`config.mk`:
```
export PLATFORM = sky130hd
export DESIGN_NAME = unix_time_to_calendar
export DESIGN_NICKNAME = d
export VERILOG_FILES = /design/src/sv/ucal_pkg.sv /design/src/sv/ucal_ctrl.sv /design/src/sv/ucal_dp.sv /design/src/sv/unix_time_to_calendar.sv
export VERILOG_INCLUDE_DIRS = /design/src /design/src/sv
export SDC_FILE = /design/constraint.sdc
export NUM_CORES = 1
export LEC_CHECK = 0
export ABC_AREA = 1
export BUFFER_PORTS_ARGS = -buffer_cell sky130_fd_sc_hd__buf_2
export CORE_UTILIZATION = 55
export DETAILED_ROUTE_END_ITERATION = 10
export GPL_TIMING_DRIVEN = 0
export PLACE_DENSITY = 0.74
export SYNTH_ARGS = -nofsm -noshare
export SYNTH_HDL_FRONTEND = slang
export SYNTH_HIERARCHICAL = 1
export SYNTH_SLANG_ARGS = --single-unit
```
`constraint.sdc`:
```
create_clock -name clock -period 9.97 [get_ports clock]
set_input_delay 1.4955 -clock clock [delete_from_list [all_inputs] [get_ports clock]]
set_output_delay 1.4955 -clock clock [all_outputs]
set_load 0.01 [all_outputs]
```
`src/sv/unix_time_to_calendar_assert.svh`:
```
// Assertion macros for the calendar converter.
// Define NO_ASSERTIONS to compile them out.
`ifndef UNIX_TIME_TO_CALENDAR_ASSERT_SVH
`define UNIX_TIME_TO_CALENDAR_ASSERT_SVH
`ifndef NO_ASSERTIONS
`define UCAL_ASSERT(lbl, clk, rst, prop, msg) \
   lbl: assert property (@(posedge clk) disable iff (rst) prop) else $error(msg);
`define UCAL_ASSERT_ALWAYS(lbl, clk, prop, msg) \
   lbl: assert property (@(posedge clk) prop) else $error(msg);
`else
`define UCAL_ASSERT(lbl, clk, rst, prop, msg)
`define UCAL_ASSERT_ALWAYS(lbl, clk, prop, msg)
`endif
`endif

```
`src/sv/ucal_pkg.sv`:
```
`default_nettype none
package ucal_pkg;

   localparam int SECS_W = 32;
   localparam int DAYS_W = 16;
   localparam int YEAR_W = 12;
   localparam int MON_W = 4;
   localparam int DAY_W = 5;
   localparam int HOUR_W = 5;
   localparam int MIN_W = 6;
   localparam int REM_W = 6;

   localparam logic [YEAR_W-1:0] EPOCH_YEAR = 12'd1970;
   localparam logic [6:0] EPOCH_MOD100 = 7'd70;
   localparam logic [8:0] EPOCH_MOD400 = 9'd370;
   localparam logic [6:0] LAST_MOD100 = 7'd99;
   localparam logic [8:0] LAST_MOD400 = 9'd399;
   localparam logic [8:0] YEAR_DAYS = 9'd365;
   localparam logic [8:0] LEAP_YEAR_DAYS = 9'd366;

   localparam logic [MON_W-1:0] MONTH_JAN = 4'd0;
   localparam logic [MON_W-1:0] MONTH_FEB = 4'd1;
   localparam logic [MON_W-1:0] MONTH_APR = 4'd3;
   localparam logic [MON_W-1:0] MONTH_JUN = 4'd5;
   localparam logic [MON_W-1:0] MONTH_SEP = 4'd8;
   localparam logic [MON_W-1:0] MONTH_NOV = 4'd10;
   localparam logic [MON_W-1:0] MONTH_DEC = 4'd11;

   // constant divide by reciprocal multiply:
   // x / 60 = (x >> 2) / 15, x / 24 = (x >> 3) / 3
   localparam int DIV_CNT_W = 1;
   localparam logic [DIV_CNT_W-1:0] DIV_LAST_CNT = 1'b1;
   localparam int PROD_W = 2 * SECS_W;
   localparam int DIV60_PRE = 2;
   localparam int DIV24_PRE = 3;
   localparam logic [SECS_W-1:0] RECIP_15 = 32'h8888_8889;
   localparam int RECIP_15_SHIFT = 35;
   localparam logic [SECS_W-1:0] RECIP_3 = 32'hAAAA_AAAB;
   localparam int RECIP_3_SHIFT = 33;

   typedef enum logic [1:0] {
      DIV_SEC,
      DIV_MIN,
      DIV_HOUR
   } div_sel_type;

   typedef enum logic [2:0] {
      ST_IDLE,
      ST_DIV,
      ST_YEAR,
      ST_MONTH,
      ST_DONE
   } state_type;

   typedef struct packed {
      logic load;
      logic div_step;
      logic div_last;
      div_sel_type div_sel;
      logic year_step;
      logic month_step;
   } cmd_type;

   typedef struct packed {
      logic year_fit;
      logic month_fit;
   } status_type;

   function automatic logic [REM_W-1:0] divisor(input div_sel_type sel);
      logic [REM_W-1:0] d;
      unique case (sel)
         DIV_SEC: d = 6'd60;
         DIV_MIN: d = 6'd60;
         DIV_HOUR: d = 6'd24;
         default: d = 6'd60;
      endcase
      return d;
   endfunction

   function automatic logic [DAY_W-1:0] month_len(input logic [MON_W-1:0] mon,
                                                  input logic leap);
      logic [DAY_W-1:0] len;
      case (mon) inside
         MONTH_FEB: len = leap ? 5'd29 : 5'd28;
         MONTH_APR, MONTH_JUN, MONTH_SEP, MONTH_NOV: len = 5'd30;
         default: len = 5'd31;
      endcase
      return len;
   endfunction

endpackage
`default_nettype wire

```
`src/sv/ucal_ctrl.sv`:
```
`default_nettype none
`include "unix_time_to_calendar_assert.svh"
module ucal_ctrl
   import ucal_pkg::*;
(
   input  wire logic clock,
   input  wire logic reset,
   input  wire logic req_valid,
   output logic req_ready,
   output logic rsp_valid,
   input  wire logic rsp_ready,
   output cmd_type cmd,
   input  wire status_type status
);

   state_type state_ff, state_in;
   logic [DIV_CNT_W-1:0] cnt_ff, cnt_in;
   div_sel_type sel_ff, sel_in;
   logic div_last;

   assign div_last = (cnt_ff == DIV_LAST_CNT);

   always_comb begin
      state_in = state_ff;
      unique case (state_ff)
         ST_IDLE: if (req_valid) state_in = ST_DIV;
         ST_DIV: if (div_last && sel_ff == DIV_HOUR) state_in = ST_YEAR;
         ST_YEAR: if (status.year_fit) state_in = ST_MONTH;
         ST_MONTH: if (status.month_fit) state_in = ST_DONE;
         ST_DONE: if (rsp_ready) state_in = ST_IDLE;
         default: state_in = ST_IDLE;
      endcase
   end

   always_comb begin
      cmd = '0;
      cmd.div_sel = sel_ff;
      req_ready = 1'b0;
      rsp_valid = 1'b0;
      unique case (state_ff)
         ST_IDLE: begin
            req_ready = 1'b1;
            cmd.load = req_valid;
         end
         ST_DIV: begin
            cmd.div_step = 1'b1;
            cmd.div_last = div_last;
         end
         ST_YEAR: cmd.year_step = 1'b1;
         ST_MONTH: cmd.month_step = 1'b1;
         ST_DONE: rsp_valid = 1'b1;
         default: ;
      endcase
   end

   always_comb begin
      cnt_in = cnt_ff;
      sel_in = sel_ff;
      if (cmd.load) begin
         cnt_in = '0;
         sel_in = DIV_SEC;
      end else if (cmd.div_step) begin
         cnt_in = cnt_ff + 1'b1;
         if (div_last) begin
            unique case (sel_ff)
               DIV_SEC: sel_in = DIV_MIN;
               DIV_MIN: sel_in = DIV_HOUR;
               DIV_HOUR: sel_in = DIV_HOUR;
               default: sel_in = DIV_SEC;
            endcase
         end
      end
   end

   always_ff @(posedge clock) begin
      if (reset) begin
         state_ff <= ST_IDLE;
         cnt_ff <= '0;
         sel_ff <= DIV_SEC;
      end else begin
         state_ff <= state_in;
         cnt_ff <= cnt_in;
         sel_ff <= sel_in;
      end
   end

   `UCAL_ASSERT_ALWAYS(a_no_ready_with_result, clock, !(req_ready && rsp_valid),
      "ready and result valid together")
   `UCAL_ASSERT(a_busy_after_accept, clock, reset, req_valid && req_ready |=> !req_ready,
      "new beat taken while busy")
   `UCAL_ASSERT(a_result_from_month, clock, reset,
      $rose(rsp_valid) |-> $past(state_ff == ST_MONTH),
      "result raised outside month phase")
   `UCAL_ASSERT(a_div_enter_year, clock, reset,
      $rose(cmd.year_step) |-> $past(cmd.div_last && sel_ff == DIV_HOUR),
      "year phase entered before hour divide ended")

endmodule
`default_nettype wire

```
`src/sv/ucal_dp.sv`:
```
`default_nettype none
`include "unix_time_to_calendar_assert.svh"
module ucal_dp
   import ucal_pkg::*;
(
   input  wire logic clock,
   input  wire cmd_type cmd,
   output status_type status,
   input  wire logic [SECS_W-1:0] unix_seconds,
   output logic [YEAR_W-1:0] year_out,
   output logic [MON_W-1:0] month_out,
   output logic [DAY_W-1:0] day_out,
   output logic [HOUR_W-1:0] hour_out,
   output logic [MIN_W-1:0] minute_out,
   output logic [MIN_W-1:0] second_out
);

   logic [SECS_W-1:0] quo_ff, quo_in;
   logic [PROD_W-1:0] prod_ff, prod_in;
   logic [REM_W-1:0] rem_in;
   logic [REM_W-1:0] sec_ff, min_ff;
   logic [HOUR_W-1:0] hr_ff;
   logic [YEAR_W-1:0] year_ff;
   logic [6:0] m100_ff;
   logic [8:0] m400_ff;
   logic [MON_W-1:0] mon_ff;

   logic [DAYS_W-1:0] days;
   logic leap;
   logic [8:0] ylen;
   logic [DAY_W-1:0] mlen;

   assign days = quo_ff[DAYS_W-1:0];
   assign leap = ((year_ff[1:0] == 2'd0) && (m100_ff != 7'd0)) || (m400_ff == 9'd0);
   assign ylen = leap ? LEAP_YEAR_DAYS : YEAR_DAYS;
   assign mlen = month_len(mon_ff, leap);
   assign status.year_fit = days < {{(DAYS_W-9){1'b0}}, ylen};
   assign status.month_fit = (mon_ff == MONTH_DEC) ||
                             (days < {{(DAYS_W-DAY_W){1'b0}}, mlen});

   // reciprocal divide: the product is registered first, then quotient and remainder
   // are taken from it; the remainder is below 64, so 6-bit math gives it exactly
   always_comb begin
      logic [PROD_W-1:0] q_full;
      if (cmd.div_sel == DIV_HOUR) begin
         prod_in = PROD_W'(quo_ff >> DIV24_PRE) * PROD_W'(RECIP_3);
         q_full = prod_ff >> RECIP_3_SHIFT;
      end else begin
         prod_in = PROD_W'(quo_ff >> DIV60_PRE) * PROD_W'(RECIP_15);
         q_full = prod_ff >> RECIP_15_SHIFT;
      end
      quo_in = q_full[SECS_W-1:0];
      rem_in = quo_ff[REM_W-1:0] - quo_in[REM_W-1:0] * divisor(cmd.div_sel);
   end

   always_ff @(posedge clock) begin
      if (cmd.load) begin
         quo_ff <= unix_seconds;
         year_ff <= EPOCH_YEAR;
         m100_ff <= EPOCH_MOD100;
         m400_ff <= EPOCH_MOD400;
         mon_ff <= MONTH_JAN;
      end else if (cmd.div_step) begin
         if (cmd.div_last) begin
            quo_ff <= quo_in;
            case (cmd.div_sel)
               DIV_SEC: sec_ff <= rem_in;
               DIV_MIN: min_ff <= rem_in;
               default: hr_ff <= rem_in[HOUR_W-1:0];
            endcase
         end else begin
            prod_ff <= prod_in;
         end
      end else if (cmd.year_step && !status.year_fit) begin
         quo_ff <= {{(SECS_W-DAYS_W){1'b0}}, days - {{(DAYS_W-9){1'b0}}, ylen}};
         year_ff <= year_ff + 1'b1;
         m100_ff <= (m100_ff == LAST_MOD100) ? 7'd0 : m100_ff + 1'b1;
         m400_ff <= (m400_ff == LAST_MOD400) ? 9'd0 : m400_ff + 1'b1;
      end else if (cmd.month_step && !status.month_fit) begin
         quo_ff <= {{(SECS_W-DAYS_W){1'b0}}, days - {{(DAYS_W-DAY_W){1'b0}}, mlen}};
         mon_ff <= mon_ff + 1'b1;
      end
   end

   assign year_out = year_ff;
   assign month_out = mon_ff + 1'b1;
   assign day_out = days[DAY_W-1:0] + 1'b1;
   assign hour_out = hr_ff;
   assign minute_out = min_ff;
   assign second_out = sec_ff;

   `UCAL_ASSERT_ALWAYS(a_day_in_month, clock,
      cmd.month_step && status.month_fit |-> days < 16'd31,
      "day count left over exceeds a month")
   `UCAL_ASSERT_ALWAYS(a_year_advance, clock,
      cmd.year_step && !status.year_fit |=> year_ff == $past(year_ff) + 12'd1,
      "year did not advance on a year step")
   `UCAL_ASSERT_ALWAYS(a_century_align, clock,
      cmd.year_step && m100_ff == 7'd0 |->
         (m400_ff == 9'd0 || m400_ff == 9'd100 || m400_ff == 9'd200 || m400_ff == 9'd300),
      "century and quad-century counters out of step")

endmodule
`default_nettype wire

```
`src/sv/unix_time_to_calendar.sv`:
```
// Converts a 32-bit Unix timestamp (seconds since 1970-01-01 00:00 UTC)
// into Gregorian year, month, day, hour, minute and second.
// Request channel: req_valid/req_ready with req_unix_seconds. One beat in
// gives exactly one beat out on the response channel (rsp_valid/rsp_ready).
// Processing, one item at a time:
//   - seconds/minutes/hours split off by constant reciprocal multiplies
//     (/60, /60, /24), each a product step and then a quotient step.
//   - whole days reduced one year per cycle (0..136 years past 1970),
//     leap rule from mod-100 / mod-400 counters.
//   - month walk, one month per cycle (0..11 months).
// A new request is taken only once the response beat has gone and the
// block is back in idle; the year loop is the longest phase of a conversion.
// req_ready is high only while idle. The result sits in the datapath
// registers with rsp_valid high until rsp_ready takes it; a stalled receiver
// holds the block and no new request is taken meanwhile.
// Reset (synchronous, active high) returns the controller to idle and drops
// any item in flight. No configuration registers.
`default_nettype none
module unix_time_to_calendar
   import ucal_pkg::*;
(
   input  wire logic clock,
   input  wire logic reset,
   input  wire logic req_valid,
   output logic req_ready,
   input  wire logic [SECS_W-1:0] req_unix_seconds,
   output logic rsp_valid,
   input  wire logic rsp_ready,
   output logic [YEAR_W-1:0] rsp_year_out,
   output logic [MON_W-1:0] rsp_month_out,
   output logic [DAY_W-1:0] rsp_day_out,
   output logic [HOUR_W-1:0] rsp_hour_out,
   output logic [MIN_W-1:0] rsp_minute_out,
   output logic [MIN_W-1:0] rsp_second_out
);

   cmd_type cmd;
   status_type status;

   // sequencer: divide, year walk, month walk, hold result
   ucal_ctrl u_ctrl (
      .clock(clock),
      .reset(reset),
      .req_valid(req_valid),
      .req_ready(req_ready),
      .rsp_valid(rsp_valid),
      .rsp_ready(rsp_ready),
      .cmd(cmd),
      .status(status)
   );

   // divider, day counters and result registers
   ucal_dp u_dp (
      .clock(clock),
      .cmd(cmd),
      .status(status),
      .unix_seconds(req_unix_seconds),
      .year_out(rsp_year_out),
      .month_out(rsp_month_out),
      .day_out(rsp_day_out),
      .hour_out(rsp_hour_out),
      .minute_out(rsp_minute_out),
      .second_out(rsp_second_out)
   );

endmodule
`default_nettype wire

```
==> impl_metrics.ini, run 1 <==
[layout]
insertedDiodeCount = 0
layout_commonest_cell = inv_1
multi_input_area_sq_mm = 0.0224
final_cell_mix = inv_1 (852), nand2_1 (691), ha_1 (575), nor2_1 (350), fa_1 (324)
fin_nets = 4816
n_fill_cell = 4846
synthToLayoutAreaGrowth_pct = 6.55
seq_area_sq_mm = 0.00310
drive_gt1_share_pct = 4.08

[synthesis]
yosysSeqAreaShare_pct = 10.7
synth_area_sq_mm = 0.0289
avgSynthCellArea_sq_um = 7.64
yosys_register_bits = 116
yosysUniqueCellTypes = 50
syn_nets = 4719
syn-instance-count = 3784
ys.flop_type = edfxtp_1
synth-edff-count = 78
yosysWarnings = 6
synth_async_sr_flop_share_pct = 0

[sta]
finalCritPeriodShare_pct = 83.0
skew_ps = 14.1
relSlewSlack_pct = 10.3
post-route-min-period_ps = 8270
tns_ps = 0
finalHoldViolCount = 0
rsz0062_at_grt = false
setup-violations-final = 0
worstMarginPinSlew_ps = 1350
drv_slew = 0
clock.fmax_mhz = 121

[routing]
drt_iter0_markers = 2670
vias = 25200
drt_drc_violations_left = 0
viasPerCell = 5.52
wl_um = 86900
drtAntennaViolNets = 0
wl_per_cell_um = 19.0
dr.pass1.iters = 6

[clocking]
cts_resized = 0
cts-buffers-inserted = 17
clock_sinks = 116
cts_tree = built
clockBufferDepth = 2
root_buffer = clkbuf_16
clkSlewWorstSetupHoldPaths_ps = 60
post_cts_buffers = 0
hold_buffers = 0
clock_latency_ps = 440
cts_htree_levels = 4

[worst_hold_path]
min_path_cells = 2
worstHoldStart = u_dp/m400_ff[0]
hp-class = reg -> reg
hold_end = u_dp/m400_ff[0]

[floorplanning]
io-pin-count = 76
initial_core_util_pct = 56.0
design.core.area_sq_mm = 0.0516
chipWidth_um = 231
die_h_um = 231
die-area_sq_mm = 0.0535
rows = 83

[job]
maxCapViolCount = 0

[worst_setup_path]
start_kind = flop
cp.buffers_inverters = 4
slowest_stage = edfxtp_1
endpoint_kind = flop
crit_top_cell = fa_1
critPathKind = reg -> reg
worstPathRequired_ps = 10150
worstReg2RegEnd = u_dp/prod_ff[54]
reg2reg_from = u_dp/quo_ff[13]
crit_chain = ha_1 > inv_1 > fa_1 > clkbuf_1 > xnor2_1 > ha_1 > nor2_1 > fa_1 > clkbuf_1 > inv_1 > fa_1 > fa_1 > fa_1 > fa_1 > ha_1 > a21oi_1 > o21ai_0 > o21ai_0 > nand2_1 > nand2_1 > nand4_1 > nand3_1 > nand2_1
cp_slowest_stage_delay_ps = 840
r2r_setup_slack_ps = 1700
arrival_ps = 8450
crit_family = adder cells
ff2ff_path_depth = 23
worstPathMaxFanout = 9

[grt]
grt_start_max_net_pins = 31
globalRouteMet1Util_pct = 46.8
grt_overflow = 0
track_usage_pct = 33.1
grt_pass1_vias = 24400
use_met2_pct = 49.4
met3_usage_pct = 7.12
busiest_layer = met2
grt_pass1_wl_um = 134000
antenna_found_initial = 0

[placement]
io_buffers = 75
dp_hpwl_um = 76800
gp_congestion = 1.01

[status]
status = finished, final reports clean
[through the flow]
step           hold slack, ps  util [%]  std cells  area [sq um]  setup slack [ps]
2_1_floorplan             444         -       3784         28900              3520
3_3_place_gp              465      58.4       4539         30100              1910
3_5_place_dp              475      58.5       4542         30200              1830
4_1_cts                   489      59.7       4574         30800              1810
5_1_grt                   501      59.7       4574         30800              1270
6_report                  483      59.7       4574         30800              1700
[worst min-delay path: cells and delay by family (launching register included)]
family | cells | cell delay [ps]
DFF | 1 | 320
and+or+nand+nor | 1 | 60
AOI/OAI and AO/OA | 1 | 50
[Yosys cell counts (5+ instances only)]
cell type  number  share of area [%]
a21o_1         13               0.34
a21oi_1       198                3.4
a31oi_1         5               0.11
buf_2           7               0.12
clkbuf_1       21               0.27
dfxtp_1        38                2.6
edfxtp_1       78                8.1
fa_1          324                 22
ha_1          575                 25
inv_1         852                 11
inv_2           8               0.10
nand2_1       691                9.0
nand3_1       190                3.3
nand3b_1        8               0.21
nand4_1        41               0.89
nor2_1        351                4.6
nor2_2          5               0.11
nor3_1         32               0.55
nor4_1         13               0.28
o211ai_1       13               0.34
o21a_1          6               0.16
o21ai_0       159                2.8
o21ai_1        13               0.23
o21bai_1       41                1.1
xnor2_1        23               0.70
xor2_1         33                1.0
[per-layer routing]
| metal | routed length [um] | vias up |
|---|---|---|
| li1 | - | 12200 |
| met1 | 39200 | 11800 |
| met2 | 36500 | 1033 |
| met3 | 7840 | 163 |
| met4 | 3410 | 0 |
| met5 | 0 | - |
[kinds of logic after synthesis]
family | after synthesis | share of synthesized area [%]
fa+ha+maj | 899 | 47.3
simple gates | 1355 | 19.6
compound gates | 462 | 8.84
xor+xnor | 56 | 1.70
flops | 116 | 10.7
buf+inv | 896 | 11.8
[sequential cells by signal, indices dropped and copies added (netlist names)]
register / flops
u_dp/year_out: 12
u_dp/hour_out: 5
u_dp/minute_out: 6
u_dp/quo_ff: 32
u_dp/mon_ff: 4
u_dp/prod_ff: 29
u_dp/m400_ff: 9
u_ctrl/sel_ff: 2
u_ctrl/cnt_ff: 1
u_dp/m100_ff: 7
u_ctrl/state_ff: 3
u_dp/second_out: 6
[cell type report]
cell class	count	share of cell area [%]
clock buffers	21	1.64
well taps	680	2.76
inverters	860	10.5
plain buffers	36	0.577
flip-flops and latches	116	10.1
clock inverters	11	0.276
repair buffers	78	1.45
multi-input cells	2772	72.7
[how the worst max path moves through the flow]
stage               startpoint               end  cells after the start
3_3_place_gp   u_dp/quo_ff[13]  u_dp/prod_ff[54]                     25
4_1_cts        u_dp/quo_ff[13]  u_dp/prod_ff[58]                     28
6_report       u_dp/quo_ff[13]  u_dp/prod_ff[54]                     23
2_1_floorplan  u_dp/quo_ff[28]  u_dp/prod_ff[58]                     26
5_1_grt        u_dp/quo_ff[13]  u_dp/prod_ff[50]                     28
3_5_place_dp   u_dp/quo_ff[13]  u_dp/prod_ff[58]                     28
Power of run 1 is not shown: default switching activity piles up to over one toggle a cycle in this logic, so the estimate is an artifact.
==> run 2, diff against run 1 <==
==> constraint.sdc (replaced) <==
create_clock -name clock -period 8.42 [get_ports clock]
set_input_delay 1.263 -clock clock [delete_from_list [all_inputs] [get_ports clock]]
set_output_delay 1.263 -clock clock [all_outputs]
set_load 0.01 [all_outputs]
==> impl_metrics.ini, run 2 (synthesis results as in run 1) <==
[status]
status = finished, violations left
violations = design-rule violations

[grt]
grt_overflow = 0
grt_start_max_net_pins = 31
grt_pass1_wl_um = 134000
grt_pass1_vias = 24400
antenna_found_initial = 0
track_usage_pct = 33.1

[sta]
drv_slew = 0
finalHoldViolCount = 0
setup-violations-final = 0
relSlewSlack_pct = 13.3
skew_ps = 15.8
clock.fmax_mhz = 126
post-route-min-period_ps = 7950
tns_ps = 0
finalCritPeriodShare_pct = 94.5
worstMarginPinSlew_ps = 1300
rsz0062_at_grt = false

[worst_setup_path]
start_kind = flop
endpoint_kind = flop
arrival_ps = 8130
critPathKind = reg -> reg
worstPathRequired_ps = 8600
worstPathMaxFanout = 6

[clocking]
hold_buffers = 0
cts_htree_levels = 4
clock_latency_ps = 440
clock_sinks = 116
clkSlewWorstSetupHoldPaths_ps = 60
cts_tree = built
root_buffer = clkbuf_16
cts-buffers-inserted = 17
clockBufferDepth = 2

[routing]
drt_iter0_markers = 2405
dr.pass1.iters = 11
drtAntennaViolNets = 0
dr.max_layer_used = met4
wl_per_cell_um = 19.0
met3_length_um = 8190
drt-met1-wl_um = 38800
wl_um = 86800
vias = 25300
route.met2.wl_um = 36300
drt_drc_violations_left = 1
viasPerCell = 5.52

[layout]
insertedDiodeCount = 0
layout_commonest_cell = inv_1
synthToLayoutAreaGrowth_pct = 6.61
final_cell_mix = inv_1 (852), nand2_1 (691), ha_1 (575), nor2_1 (350), fa_1 (324)
top_register = u_dp/quo_ff
largest_reg_flops = 32
n_fill_cell = 4842
drive_gt1_share_pct = 4.16
fin_nets = 4818

[floorplanning]
design.core.area_sq_mm = 0.0516
chipWidth_um = 231
die_h_um = 231
io-pin-count = 76
initial_core_util_pct = 56.0
rows = 83
die-area_sq_mm = 0.0535

[job]
maxCapViolCount = 0

[placement]
gp_congestion = 1.01
dp_hpwl_um = 76800
io_buffers = 75

[worst_hold_path]
hp-class = reg -> reg
==> run 2: cell count changes in the layout (fill, tap and decap cells not counted) <==
cell,change
clkbuf_2,+1
clkbuf_1,-1
buf_4,+2
==> run 2: metrics by stage <==
stage / utilization, % / setup slack [ps] / cells / instance area, sq um / hold slack, ps
finish: 59.7 / 465 / 4576 / 30800 / 483
global route: 59.7 / 146 / 4576 / 30800 / 501
CTS: 59.7 / 259 / 4574 / 30800 / 489
detailed placement: 58.5 / 284 / 4542 / 30200 / 475
global placement: 58.4 / 363 / 4539 / 30100 / 465
floorplan: - / 1970 / 3784 / 28900 / 444
==> run 2: what timing repair did <==
action / in CTS / in global routing
endpoints found under the setup margin: 0 / 9
endpoints found under the hold margin: 0 / 0
gates resized for setup: 0 / 2
setup buffers: 0 / 2
==> run 2: layer usage <==
layer / GRT usage (%) / vias up
met5: 0 / -
met4: 12.3 / 0
met3: 7.12 / 175
met2: 49.4 / 1034
met1: 46.8 / 11800
li1: - / 12200
==> run 2: final cells by class <==
class | count | area, sq um | area share, %
inverter | 860 | 3230 | 10.5
buffer | 36 | 179 | 0.581
clock buffer | 21 | 504 | 1.64
sequential | 116 | 3100 | 10.1
multi-input combinational | 2772 | 22400 | 72.7
clock inverter | 11 | 85.1 | 0.276
tap | 680 | 851 | 2.76
timing repair buffer | 80 | 460 | 1.49
==> run 2: worst paths after layout <==
check                          end  slack [ps]       startpoint  cells after the start
setup / recovery  u_dp/prod_ff[55]         470  u_dp/quo_ff[19]                     23
hold / removal     u_dp/m400_ff[0]         480  u_dp/m400_ff[0]                      2
setup reg to reg  u_dp/prod_ff[55]         470  u_dp/quo_ff[19]                     23
hold reg to reg    u_dp/m400_ff[0]         480  u_dp/m400_ff[0]                      2
==> run 2: critical path, stage by stage (launching register included) <==
cell      delay (ps)
edfxtp_1         690
ha_1             360
inv_1            240
fa_1             610
fa_1             590
inv_1            130
fa_1             720
inv_1            110
fa_1             640
inv_1             70
ha_1             330
xor2_1           170
fa_1             430
ha_1             200
ha_1             450
nand2_1          110
inv_1            140
nand2_1          110
nor4_1           740
nand3_1          390
nand3_1          150
nand2_1           60
nand3_1          150
nand2_1           80
Power of run 2 is left out for the same reason.
